$ cat config.mk
export PLATFORM = sky130hd
export DESIGN_NAME = scd_front
export DESIGN_NICKNAME = d
export VERILOG_FILES = /design/src/design/scd_pkg.sv /design/src/design/scd_front.sv
export SDC_FILE = /design/constraint.sdc
export NUM_CORES = 1
export LEC_CHECK = 0
export ABC_CLOCK_PERIOD_IN_PS = 3000
export BUFFER_PORTS_ARGS = -buffer_cell sky130_fd_sc_hd__buf_2
export CORE_AREA = 2 2 70 72
export CTS_BUF_LIST = sky130_fd_sc_hd__clkbuf_4
export CTS_CLUSTER_DIAMETER = 150
export DETAILED_ROUTE_END_ITERATION = 10
export DIE_AREA = 0 0 72 74
export PLACE_DENSITY = 0.89
export SLEW_MARGIN = 20
export SYNTH_ARGS = -nofsm -noshare
export SYNTH_HDL_FRONTEND = slang
export SYNTH_SLANG_ARGS = --single-unit
$ cat constraint.sdc
create_clock -name clk -period 3 [get_ports clk]
set_input_delay 0.6 -clock clk [delete_from_list [all_inputs] [get_ports clk]]
set_output_delay 0.6 -clock clk [all_outputs]
set_load 0.1 [all_outputs]
$ cat src/design/scd_pkg.sv
// Shared sizes and types of the set-associative cache tag directory.
package scd_pkg;

	// Cache geometry.
	localparam int SETS = 128;
	localparam int WAYS = 8;
	localparam int LINE_BYTES = 64;

	// Field widths derived from the geometry and the 32-bit byte address.
	localparam int ADDR_W = 32;
	localparam int LEN_W = 3;
	localparam int OFF_W = $clog2(LINE_BYTES);
	localparam int SET_W = $clog2(SETS);
	localparam int WAY_W = (WAYS > 1) ? $clog2(WAYS) : 1;
	localparam int LINE_W = ADDR_W - OFF_W;
	localparam int TAG_W = LINE_W - SET_W;

	// Command queue between the front and the back.
	localparam int QUEUE_DEPTH = 2;
	localparam int QPTR_W = $clog2(QUEUE_DEPTH);
	localparam int QCNT_W = $clog2(QUEUE_DEPTH + 1);

	// One classified access waiting for lookup.
	typedef struct packed {
		logic is_write;
		logic crosses;
		logic [LINE_W-1:0] line;
	} cmd_t;

	// Handshake between the command queue and the lookup engine.
	typedef struct packed {
		logic avail;
		cmd_t cmd;
	} queue_head_t;

	// One set of the directory: a valid bit and a tag per way.
	typedef struct packed {
		logic [WAYS-1:0] vld;
		logic [WAYS-1:0][TAG_W-1:0] tag;
	} row_t;

endpackage

$ cat src/design/scd_front.sv
// Front end: accepts accesses, classifies line crossing and queues them.
module scd_front
	import scd_pkg::*;
(
	input  logic clk,
	input  logic arst_n,
	input  logic start,
	output logic busy,
	input  logic mode,
	input  logic [ADDR_W-1:0] address,
	input  logic [LEN_W-1:0] length,
	output queue_head_t head,
	input  logic pop
);

	cmd_t entry_q [QUEUE_DEPTH];
	logic [QPTR_W-1:0] wr_ptr_q;
	logic [QPTR_W-1:0] rd_ptr_q;
	logic [QCNT_W-1:0] count_q;
	logic push;
	logic do_pop;
	logic [OFF_W:0] end_sum;
	cmd_t new_cmd;

	// The access crosses the line end when offset plus length passes the line size.
	assign end_sum = {1'b0, address[OFF_W-1:0]} + (OFF_W+1)'(length);
	assign new_cmd.is_write = mode;
	assign new_cmd.crosses = end_sum > (OFF_W+1)'(LINE_BYTES);
	assign new_cmd.line = address[ADDR_W-1:OFF_W];

	assign busy = count_q == QCNT_W'(QUEUE_DEPTH);
	assign push = start && !busy;
	assign do_pop = pop && (count_q != '0);

	assign head.avail = count_q != '0;
	assign head.cmd = entry_q[rd_ptr_q];

	// Queue storage.
	always_ff @(posedge clk) begin
		if (push)
			entry_q[wr_ptr_q] <= new_cmd;
	end

	// Queue pointers and fill count.
	always_ff @(posedge clk or negedge arst_n) begin
		if (!arst_n) begin
			wr_ptr_q <= '0;
			rd_ptr_q <= '0;
			count_q <= '0;
		end else begin
			if (push)
				wr_ptr_q <= (wr_ptr_q == QPTR_W'(QUEUE_DEPTH - 1)) ? '0 : wr_ptr_q + 1'b1;
			if (do_pop)
				rd_ptr_q <= (rd_ptr_q == QPTR_W'(QUEUE_DEPTH - 1)) ? '0 : rd_ptr_q + 1'b1;
			if (push && !do_pop)
				count_q <= count_q + 1'b1;
			else if (do_pop && !push)
				count_q <= count_q - 1'b1;
		end
	end

endmodule

======== Yosys cells after proc, flatten, opt, wreduce, memory -nomap -nowiden ========
Memories as Yosys holds them, arrays and structs flattened.
Index checks and enable logic that the tools add are counted.
storage, ports and cells
  logic and storage cells ................. 26
  bits in writable memories ............... 56
  memories ................................ 1
  register bits after elaboration ......... 4
cells by class
  reduce and logical (&&, ||, !) cells .... 9
  $add $sub $neg .......................... 5
  multiplexer cells ....................... 6
  magnitude comparators ................... 1
  eq/ne operators ......................... 1
memories
  name     depth  bits a word  rd ports  clocked after memory_dff  write ports  line             source
  entry_q  2      28           1         0                         1            scd_front.sv:16  cmd_t entry_q [QUEUE_DEPTH];
operators with widths
  operator                                           number
  adder 6 x 3 -> 7 bit                               1
  > comparator 7 bit (second input constant)         1
  logical AND 1 bit                                  4
  2-to-1 mux 1 bit                                   4
  2-to-1 mux 2 bit                                   2
  nonzero test 2 bit                                 2
  logical NOT 1 bit                                  3
  adder 1 bit (second input constant)                2
  adder 2 x 1 -> 2 bit (second input constant)       1
  == test 2 bit (second input constant)              1
  subtractor 2 x 1 -> 2 bit (second input constant)  1

======== Logic depth before layout (Yosys ltp) ========
Gate-level depths: netlist (run 1).
  word-level depth ........................ 7
  mapped depth ............................ 7

======== Worst setup path after synthesis (run 1) ========
OpenSTA, ideal clock, no wires.
  path kind ............................... input-to-reg
  start point ............................. in start
  end point ............................... mem entry_q[0][0] (netlist name), enable pin
  setup time .............................. 0.413 ns
  arrival time ............................ 1.878 ns
  setup slack ............................. 0.709 ns
  stages .................................. 2
  cell sequence ........................... nand2_1 > nor2_1
between the ends
  word-level cells in the longest chain between the ends .. 3
ends and longest elaborated chain
  element                                 line             source
  start: declaration                      scd_front.sv:7   input logic start,
  logical AND 1 bit                       scd_front.sv:32  assign push = start && !busy;
  2-to-1 mux 1 bit                        scd_front.sv:40  if (push)
  2-to-1 mux 1 bit (implied by the code)  scd_front.sv:41  entry_q[wr_ptr_q] <= new_cmd;
  end: declaration                        scd_front.sv:16
Every way passes these cells.

==> results of run 1 <==
-- worst max-delay path: cells and delay by family (launching register included) --
kind	cells	cell delay, ns
buf+inv	2	0.52
flops	1	0.79
mux	1	0.34
-- per-stage QoR --
step,area [sq um],instances,worst slack [ns]
after CTS,2945,263,0.2965
after floorplan,2346,123,0.7089
after global placement,2776,246,0.7582
after detailed placement,2776,246,0.7362
final,2945,263,0.3434
after global routing,2945,263,0.2396
-- final timing paths --
path | startpoint | endpoint | slack, ns | cells after the start
hold reg to reg | count_q[1] | count_q[1] | 0.52 | 1
min in group asynchronous | arst_n | count_q[1] | 0.54 | 2
setup reg to reg | count_q[0] | entry_q[1][19] | 1.20 | 3
hold / removal | address[31] | entry_q[0][25] | 0.39 | 1
max in group asynchronous | arst_n | count_q[0] | 2.33 | 2
setup / recovery | rd_ptr_q | head[20] | 0.34 | 3
-- cells by family after synthesis --
| family | after synthesis | share of synthesized area (%) |
|---|---|---|
| AO/OA/AOI/OAI | 4 | 1.173 |
| XOR/XNOR | 5 | 1.867 |
| adder cells (fa/ha/maj) | 5 | 2.987 |
| buffers and inverters | 8 | 1.653 |
| flip-flops | 60 | 75.95 |
| multiplexers | 28 | 13.44 |
| AND/OR/NAND/NOR | 13 | 2.934 |
-- cells in the final DEF (no fill, tap or decap), types with 3 or more instances in the layout --
cell type  count
buf_2         69
edfxtp_1      56
mux2_2        28
clkbuf_4       9
inv_1          5
ha_1           4
dfrtp_1        4
nand2_1        3
xnor2_1        3
-- layer usage --
layer,track usage (%),part of all wire (%),vias up
met5,0,0,-
met4,10.06,1.7,0
met3,4.878,6.4,5
met2,24.07,50,54
met1,16.59,42,603
li1,-,-,634
-- state kept, by name, summed over array words and instances, names as in the netlist --
name,cells
entry_q,56
count_q,2
rd_ptr_q,1
wr_ptr_q,1
-- final cells by class --
cell class | instances | area, sq um
sequential | 60 | 1782
fill | 321 | 1653
multi-input combinational | 55 | 528.0
timing repair buffer | 73 | 390.4
clock inverter | 7 | 91.34
clock buffer | 9 | 67.56
tap | 54 | 67.56
inverter | 5 | 18.77
==> summary.md, run 1 <==
| Metric | Value |
|---|---|
| Status | complete, no violations |
| HP Class | input pin to flop |
| CTS tree | done |
| Drt total wl | 3739 um |
| 1st-iter DRT viols | between 90 and 100 |
| Final Cycle Share | 88.55% |
| Clk buf depth | 2 |
| CP Capture Type | primary output |
| Final hold vios | 0 |
| Synth top area share | about 72% |
| Worst slew pin tran | between 0.6 and 0.7 ns |
| DPL Wire Length | between 2000 and 3000 um |
| Drt first pass iters | 4 |
| GRT Residual Overflow | 0 |
| Required time of the critical path | 2.40 ns |
| Initial antenna violation count | 0 |
| P&R area growth vs syn | 25.55% |
| CP arrival | 2.06 ns |
| Port Buffers | between 60 and 70 |
| Number of global-route vias before repair | 1248 |
| Post-CTS Setup Bufs | 0 |
| Clock transition at the registers of the reported paths | 0.10 ns |
| Largest net degree at the start of global routing | 29 |
| ANT nets after route | 0 |
| Max Slew Vio Count | 0 |
| Layout cells sized above 1 | 55.50% |
| Sink Count | 60 |
| Via count | about 1300 |
| Average wire per standard cell | 14.22 um |
| Post-Route Utilization | 64.05% |
| Cts bufs inserted | 9 |
| CP Launch Type | flop |
| DR DRC count | 0 |
| EDFF count, synth | 56 |
| I/O pin count | 70 |
| Seq/Total Area, Yosys | about three quarters |
| Initial core utilization | 51.02% |
| Synthesized net count | 168 |
| Post-synth ARST share | 6.667% |
| Largest cells by area after synthesis | edfxtp_1 (72%), mux2_2 (13%), dfrtp_1 (4.3%) |
| Crit-path cells | buf_12 > mux2_2 > buf_2 |
| Count of different cell masters after synthesis | 21 |
| Post-cts resize count | 0 |
| RSZ-0062 raised after global routing | false |
| Synth area leader | edfxtp_1 |
| Primary FF master, synth | edfxtp_1 |
| Most frequent cell after synthesis | edfxtp_1 |
| CTS root buffer | clkbuf_4 |
| Count of hold-fix buffers inserted at cts | 1 |
| Fmax | 376.4 MHz |
| Die height | 74 um |
| Worst path slowest cell | dfrtp_1 |
| Slew HR | 54.51% |
| First-pass GRT wire length | 5547 um |
| Cells after Synth | 123 |
| Seq cells post-synth | 60 |
| Row cnt | 25 |
| Final setup violating endpoints | 0 |
| Minimum hold slack | around 0.39 ns |
| # diodes | 0 |
| Mean area per synthesized cell | 19.07 sq um |
| Total core area | 0.004598 sq mm |
| Gpl congestion | 0.7062 |
| CP Max Fanout | 15 |
| Clock skew | 0.01111 ns |
| Mapped Area | approximately 0.0023 sq mm |
| Layout Nets | 249 |
| Critical path class | flop to primary output |
| Setup TNS | 0 ns |
| Via density | 4.928 |
| Fin crit period | roughly 2.7 ns |
| Slowest stage delay, CP | 0.79 ns |
| Total Routing Usage GR | 14.73% |
| Die area | 0.005328 sq mm |
| Htree depth | 3 |
| DIE WIDTH | 72 um |
| Yosys warns | 0 |
| Post-synth top cells | edfxtp_1 (56), mux2_2 (28), inv_1 (5) |
| Maxcap violations | 0 |
| Skew-Pair Late Insertion Delay | 0.39 ns |
Power of run 1 is not shown: default switching activity piles up to over one toggle a cycle in this logic, so the estimate is an artifact.
==> inputs of run 2 (changes only) <==
==> config.mk (replaced) <==
export PLATFORM = sky130hd
export DESIGN_NAME = scd_front
export DESIGN_NICKNAME = d
export VERILOG_FILES = /design/src/design/scd_pkg.sv /design/src/design/scd_front.sv
export SDC_FILE = /design/constraint.sdc
export NUM_CORES = 1
export LEC_CHECK = 0
export ABC_CLOCK_PERIOD_IN_PS = 3320
export BUFFER_PORTS_ARGS = -buffer_cell sky130_fd_sc_hd__buf_2
export CORE_AREA = 2 2 68 70
export CTS_BUF_LIST = sky130_fd_sc_hd__clkbuf_4
export CTS_CLUSTER_DIAMETER = 150
export DETAILED_ROUTE_END_ITERATION = 10
export DIE_AREA = 0 0 70 72
export MAX_ROUTING_LAYER = met4
export PLACE_DENSITY = 0.93
export SYNTH_ARGS = -nofsm -noshare
export SYNTH_HDL_FRONTEND = slang
export SYNTH_SLANG_ARGS = --single-unit
==> constraint.sdc (replaced) <==
create_clock -name clk -period 3.32 [get_ports clk]
set_input_delay 0.664 -clock clk [delete_from_list [all_inputs] [get_ports clk]]
set_output_delay 0.664 -clock clk [all_outputs]
set_load 0.1 [all_outputs]
==> run 2 against run 1 <==
  * Global-route usage up 1.8 points
  * Design area down 0.59%
  * Register-to-register slack better by 0.31 ns
  * First-iteration DRC count down 7.7%
  * Die area down 5.4%
  * Core utilization up 4.6 points
  * Wire length up 0.32%
  * Sequential cell count unchanged
  * Non-clock buffer count unchanged
  * Critical path type unchanged
==> summary.md, run 2 (synthesis results as in run 1) <==
| Metric | Value |
|---|---|
| Status | complete, no violations |
| Row cnt | 24 (-4.0%) |
| Clock transition at the registers of the reported paths | 0.09 ns (about the same) |
| Largest Register | entry_q |
| DPL Wire Length | 2626 um (+2.0%) |
| CP Capture Type | primary output |
| Cts bufs inserted | 9 (unchanged) |
| ANT nets after route | 0 (unchanged) |
| Initial core utilization | 55.02% (+4.0 points) |
| First-pass GRT wire length | 5947 um (+7.2%) |
| Most frequent cells in the layout | buf_2 (69), edfxtp_1 (56), mux2_2 (28), clkbuf_4 (9), inv_1 (5) |
| Drt total wl | 3751 um (+0.32%) |
| Required time of the critical path | 2.66 ns (+0.26 ns) |
| Multi-input logic area | 528.0 sq um (unchanged) |
| Maxcap violations | 0 (unchanged) |
| Drt first pass iters | 4 (unchanged) |
| Commonest non-fill, non-tap cell in the layout | buf_2 |
| Layout Nets | 249 (unchanged) |
| DR top layer | met4 |
| Initial antenna violation count | 0 (unchanged) |
| HP Class | input pin to async pin |
| Skew-Pair Late Insertion Delay | 0.39 ns (about the same) |
| Met3 Routed Length | 269 um (+12%) |
| Number of global-route vias before repair | 1337 (+7.1%) |
| Gpl congestion | 0.6788 (-3.9%) |
| Max FFs per register | 56 (unchanged) |
| R2r endpoint | entry_q[0][26] |
| DR DRC count | 0 (unchanged) |
| Total Routing Usage GR | 16.58% (+1.8 points) |
| Fillcell total | 299 (-6.9%) |
| Largest net degree at the start of global routing | 21 (-28%) |
| Port Buffers | 69 (unchanged) |
| CP Launch Type | flop |
| DIE WIDTH | 70 um (-2.8%) |
| Reg area | 0.001782 sq mm (unchanged) |
| Reg-to-reg slack, setup | 1.51 ns (+0.31 ns) |
| Die area | 0.005040 sq mm (-5.4%) |
| Fmax | 431.6 MHz |
| P&R area growth vs syn | 24.80% |
| CTS tree | done |
| Met2 WL | 1847 um (-0.86%) |
| Clock skew | 0.01250 ns (+0.001389 ns) |
| Fin crit period | 2.317 ns |
| Reg2Reg Depth | 4 (+1) |
| CTS root buffer | clkbuf_4 |
| Slew HR | 66.97% (+12 points) |
| Average wire per standard cell | 14.37 um (+1.1%) |
| Via count | 1305 (+0.69%) |
| CP arrival | 1.65 ns (-0.41 ns) |
| # diodes | 0 (unchanged) |
| Biggest regs | entry_q x56, count_q x2 |
| Final hold vios | 0 (unchanged) |
| Clk buf depth | 2 (unchanged) |
| CP Max Fanout | 16 (+1) |
| Critical path class | flop to primary output |
| Reg2reg start | count_q[0] |
| Max Slew Vio Count | 0 (unchanged) |
| Post-CTS Setup Bufs | 0 (unchanged) |
| Die height | 72 um (-2.7%) |
| I/O pin count | 70 (unchanged) |
| 1st-iter DRT viols | 84 (-7.7%) |
| Via density | 5.000 (+1.5%) |
| Worst slew pin tran | 0.4989 ns (-0.1834 ns) |
| Post-cts resize count | 0 (unchanged) |
| Total core area | 0.004264 sq mm (-7.3%) |
| Setup TNS | 0 ns (unchanged) |
| GRT Residual Overflow | 0 (unchanged) |
| Layout cells sized above 1 | 56.46% (+0.96 points) |
| RSZ-0062 raised after global routing | false |
| Final setup violating endpoints | 0 (unchanged) |
| Sink Count | 60 (unchanged) |
| Metal1 wirelength | 1568 um (-0.25%) |
| Final Cycle Share | between 60% and 70% |
| Htree depth | 3 (unchanged) |
| Count of hold-fix buffers inserted at cts | 0 (-1) |
run 2: cell count changes in the layout (fill, tap and decap cells not counted):
cell,delta
buf_12,-1
clkinv_2,+1
clkinvlp_4,+1
dlygate4sd3_1,-1
clkinv_1,-1
clkinv_4,-1
buf_4,+2
run 2: stage by stage:
stage	hold slack (ns)	util (%)	setup slack, ns	cells	area (sq um)
floorplan	0.3684	-	0.9649	123	2346
global placement	0.4736	64.94	1.076	245	2769
detailed placement	0.4776	64.94	1.016	245	2769
CTS	0.03781	68.66	0.9665	261	2928
global route	0.03957	68.66	0.9189	261	2928
finish	0.06764	68.66	1.003	261	2928
run 2: how the worst max path moves through the flow:
stage,end,slack (ns),startpoint
6_report,head[2],1.00,rd_ptr_q
4_1_cts,head[22],0.97,rd_ptr_q
2_1_floorplan,entry_q[0][0],0.96,start
3_3_place_gp,entry_q[0][26],1.08,address[0]
3_5_place_dp,entry_q[1][26],1.02,address[0]
5_1_grt,head[16],0.92,rd_ptr_q
run 2: metal layers:
metal  vias up  GRT usage, %
li1        633             -
met1       610         19.54
met2        55         25.61
met3         7         5.417
met4         0         8.974
met5         -             -
run 2: worst max-delay path: stages (launching register included):
cell,delay (ns)
dfrtp_1,0.36
buf_4,0.25
mux2_2,0.37
buf_2,0.29
run 2: area by class of cell:
class	count	area share (%)
sequential	60	60.85
clock buffer	9	2.308
tap	52	2.222
timing repair buffer	73	12.82
multi-input combinational	55	18.03
inverter	5	0.6410
clock inverter	7	3.120
Power of run 2 is left out for the same reason.
==> inputs of run 3 (changes only) <==
==> config.mk (replaced) <==
export PLATFORM = sky130hd
export DESIGN_NAME = scd_front
export DESIGN_NICKNAME = d
export VERILOG_FILES = /design/src/design/scd_pkg.sv /design/src/design/scd_front.sv
export SDC_FILE = /design/constraint.sdc
export NUM_CORES = 1
export LEC_CHECK = 0
export ABC_AREA = 1
export ABC_CLOCK_PERIOD_IN_PS = 1900
export BUFFER_PORTS_ARGS = -buffer_cell sky130_fd_sc_hd__buf_2
export CORE_AREA = 2 2 74 76
export CTS_BUF_LIST = sky130_fd_sc_hd__clkbuf_4
export CTS_CLUSTER_DIAMETER = 150
export DETAILED_ROUTE_END_ITERATION = 10
export DIE_AREA = 0 0 76 78
export MAX_ROUTING_LAYER = met4
export PLACE_DENSITY = 0.85
export SYNTH_ARGS = -nofsm -noshare
export SYNTH_HDL_FRONTEND = slang
export SYNTH_SLANG_ARGS = --single-unit
==> constraint.sdc (replaced) <==
create_clock -name clk -period 1.9 [get_ports clk]
set_input_delay 0.38 -clock clk [delete_from_list [all_inputs] [get_ports clk]]
set_output_delay 0.38 -clock clk [all_outputs]
set_load 0.1 [all_outputs]
==> run 3 against run 2 <==
  * Largest cell class unchanged
  * Critical endpoint is now head[5]
  * Core utilization is 2.0 points lower
  * Setup slack worse by 0.93 ns
  * Wire length rose by 31%
  * Critical path type unchanged
  * Worst hold slack improved by 0.12 ns
  * Register-to-register slack worse by 1.2 ns
  * Non-clock buffer count rose by 5
  * Via count rose by 27%
  * Die area up 18%
==> summary.md, run 3 <==
| Metric | Value |
|---|---|
| Post-synth ARST share | 6.667% (unchanged) |
| Critical path class | flop to primary output |
| Synthesized net count | 245 (+46%) |
| Final Cycle Share | 96.40% |
| ANT nets after route | 0 (unchanged) |
| Number of global-route vias before repair | 1732 (+30%) |
| Row cnt | 26 (+8.3%) |
| HP Class | input pin to flop |
| Total core area | 0.005042 sq mm (+18%) |
| RSZ-0062 raised after global routing | true |
| Clk buf depth | 2 (unchanged) |
| Die height | 78 um (+8.3%) |
| Drt first pass iters | 4 (unchanged) |
| Maxcap violations | 0 (unchanged) |
| Htree depth | 3 (unchanged) |
| # diodes | 0 (unchanged) |
| DR DRC count | 0 (unchanged) |
| Largest Register | entry_q |
| DPL Wire Length | 3363 um (+28%) |
| Synth area leader | edfxtp_1 |
| Primary FF master, synth | edfxtp_1 |
| Largest net degree at the start of global routing | 29 (+38%) |
| Most frequent cells in the layout | nand2_1 (96), edfxtp_1 (56), buf_2 (41), buf_12 (20), clkbuf_4 (12) |
| Synth top area share | 70.33% (-1.4 points) |
| Mapped Area | 0.002391 sq mm (+1.9%) |
| Max Slew Vio Count | 0 (unchanged) |
| Layout cells sized above 1 | 34.60% (-22 points) |
| Die area | 0.005928 sq mm (+18%) |
| CP arrival | 1.45 ns (-0.20 ns) |
| Final setup violating endpoints | 0 (unchanged) |
| Initial antenna violation count | 0 (unchanged) |
| Clock transition at the registers of the reported paths | 0.09 ns (about the same) |
| Fillcell total | 362 (+21%) |
| Seq/Total Area, Yosys | 74.52% (-1.4 points) |
| First-pass GRT wire length | 7762 um (+31%) |
| I/O pin count | 70 (unchanged) |
| CP Launch Type | flop |
| CP Max Fanout | 8 (-8) |
| Multi-input logic area | 541.8 sq um (+2.6%) |
| Mean area per synthesized cell | 11.96 sq um (-37%) |
| Status | complete, no violations |
| Skew-Pair Late Insertion Delay | 0.37 ns (-0.02 ns) |
| Cells after Synth | 200 (+63%) |
| 1st-iter DRT viols | 96 (+14%) |
| CTS tree | done |
| Required time of the critical path | 1.52 ns (-1.14 ns) |
| Fin crit period | about 1.8 ns |
| Reg area | 0.001783 sq mm (about the same) |
| CP Capture Type | primary output |
| Biggest regs | entry_q x56, count_q x2 |
| Fmax | 546.0 MHz |
| Post-synth top cells | nand2_1 (99), edfxtp_1 (56), inv_1 (11) |
| Gpl congestion | 0.7805 (+15%) |
| Slew HR | 67.95% (+0.99 points) |
| Via density | 4.613 (-7.7%) |
| Yosys warns | 0 (unchanged) |
| Worst slew pin tran | 0.4840 ns (-0.01490 ns) |
| Largest cells by area after synthesis | edfxtp_1 (70%), nand2_1 (16%), dfrtp_1 (4.2%) |
| DIE WIDTH | 76 um (+8.6%) |
| Count of different cell masters after synthesis | 18 (-14%) |
| GRT Residual Overflow | 0 (unchanged) |
| Most frequent cell after synthesis | nand2_1 |
| EDFF count, synth | 56 (unchanged) |
| Average wire per standard cell | 13.74 um (-4.4%) |
| Minimum hold slack | 0.1926 ns (+0.1249 ns) |
| Via count | 1656 (+27%) |
| Sink Count | 60 (unchanged) |
| Layout Nets | 329 (+32%) |
| Total Routing Usage GR | 17.71% (+1.1 points) |
| Drt total wl | 4932 um (+31%) |
| Final hold vios | 0 (unchanged) |
| CTS root buffer | clkbuf_4 |
| Port Buffers | 69 (unchanged) |
| Initial core utilization | 47.42% (-7.6 points) |
| Seq cells post-synth | 60 (unchanged) |
| P&R area growth vs syn | 40.66% |
| Commonest non-fill, non-tap cell in the layout | nand2_1 |
| Cts bufs inserted | 9 (unchanged) |
| Clock skew | 0.007099 ns (-0.005400 ns) |
| Max FFs per register | 56 (unchanged) |
run 3: logic make-up (layout without fill, tap and decap cells):
| group | after synthesis | after routing | share of synthesized area, % |
|---|---|---|---|
| compound gates | 1 | 1 | 0.2091 |
| xor+xnor | 2 | 2 | 0.7327 |
| fa+ha+maj | 5 | 5 | 2.931 |
| buf+inv | 19 | 108 | 3.453 |
| flops | 60 | 60 | 74.52 |
| simple gates | 113 | 113 | 18.16 |
run 3: path summary, 6_finish.rpt:
kind,end,cells past startpoint,from,slack [ns]
max,head[5],5,rd_ptr_q,0.07
min,entry_q[1][17],1,address[23],0.19
max reg2reg,count_q[1],7,count_q[0],0.27
min reg2reg,count_q[1],2,count_q[1],0.54
max in group asynchronous,rd_ptr_q,2,arst_n,1.42
min in group asynchronous,count_q[0],2,arst_n,0.35
run 3: layout make-up:
| type | instances | share of cell area [%] |
|---|---|---|
| repair buffers | 78 | 23.33 |
| inverters | 13 | 1.600 |
| clock buffers | 12 | 2.679 |
| clock inverters | 4 | 0.4836 |
| well taps | 70 | 2.604 |
| repair inverters | 1 | 0.1860 |
| flip-flops and latches | 60 | 53.01 |
| multi-input cells | 121 | 16.11 |
run 3: repair_timing:
action | in CTS | in global routing
hold buffers | 1 | 0
setup endpoints to repair | 21 | 26
gates resized for setup | 15 | 18
pin swaps | 0 | 0
setup buffers | 0 | 2
hold endpoints to repair | 4 | 0
gates cloned | 1 | 0
run 3: metal layers:
layer,track usage (%),share of wire (%),vias up
met5,-,0,-
met4,7.636,1.2,0
met3,4.419,4.6,5
met2,33.21,56,47
met1,17.40,38,782
li1,-,-,822
run 3: worst max-delay path, cell delays in order (launching register included):
cell and delay [ns]:
dfrtp_2 0.48, clkinv_4 0.11, buf_12 0.12, nand2_1 0.06, nand2_1 0.09, buf_6 0.23
run 3: through the flow:
step	cells	TNS [ns]	util [%]	worst slack, ns	cell area (sq um)
finish	359	0	66.70	0.06844	3363
global route	359	-0.04264	66.70	-0.01780	3363
CTS	357	0	64.94	0.001838	3274
detailed placement	339	0	61.79	0.1846	3115
global placement	339	0	61.79	0.2331	3115
floorplan	200	0	-	0.08364	2401
Power of run 3 is left out for the same reason.
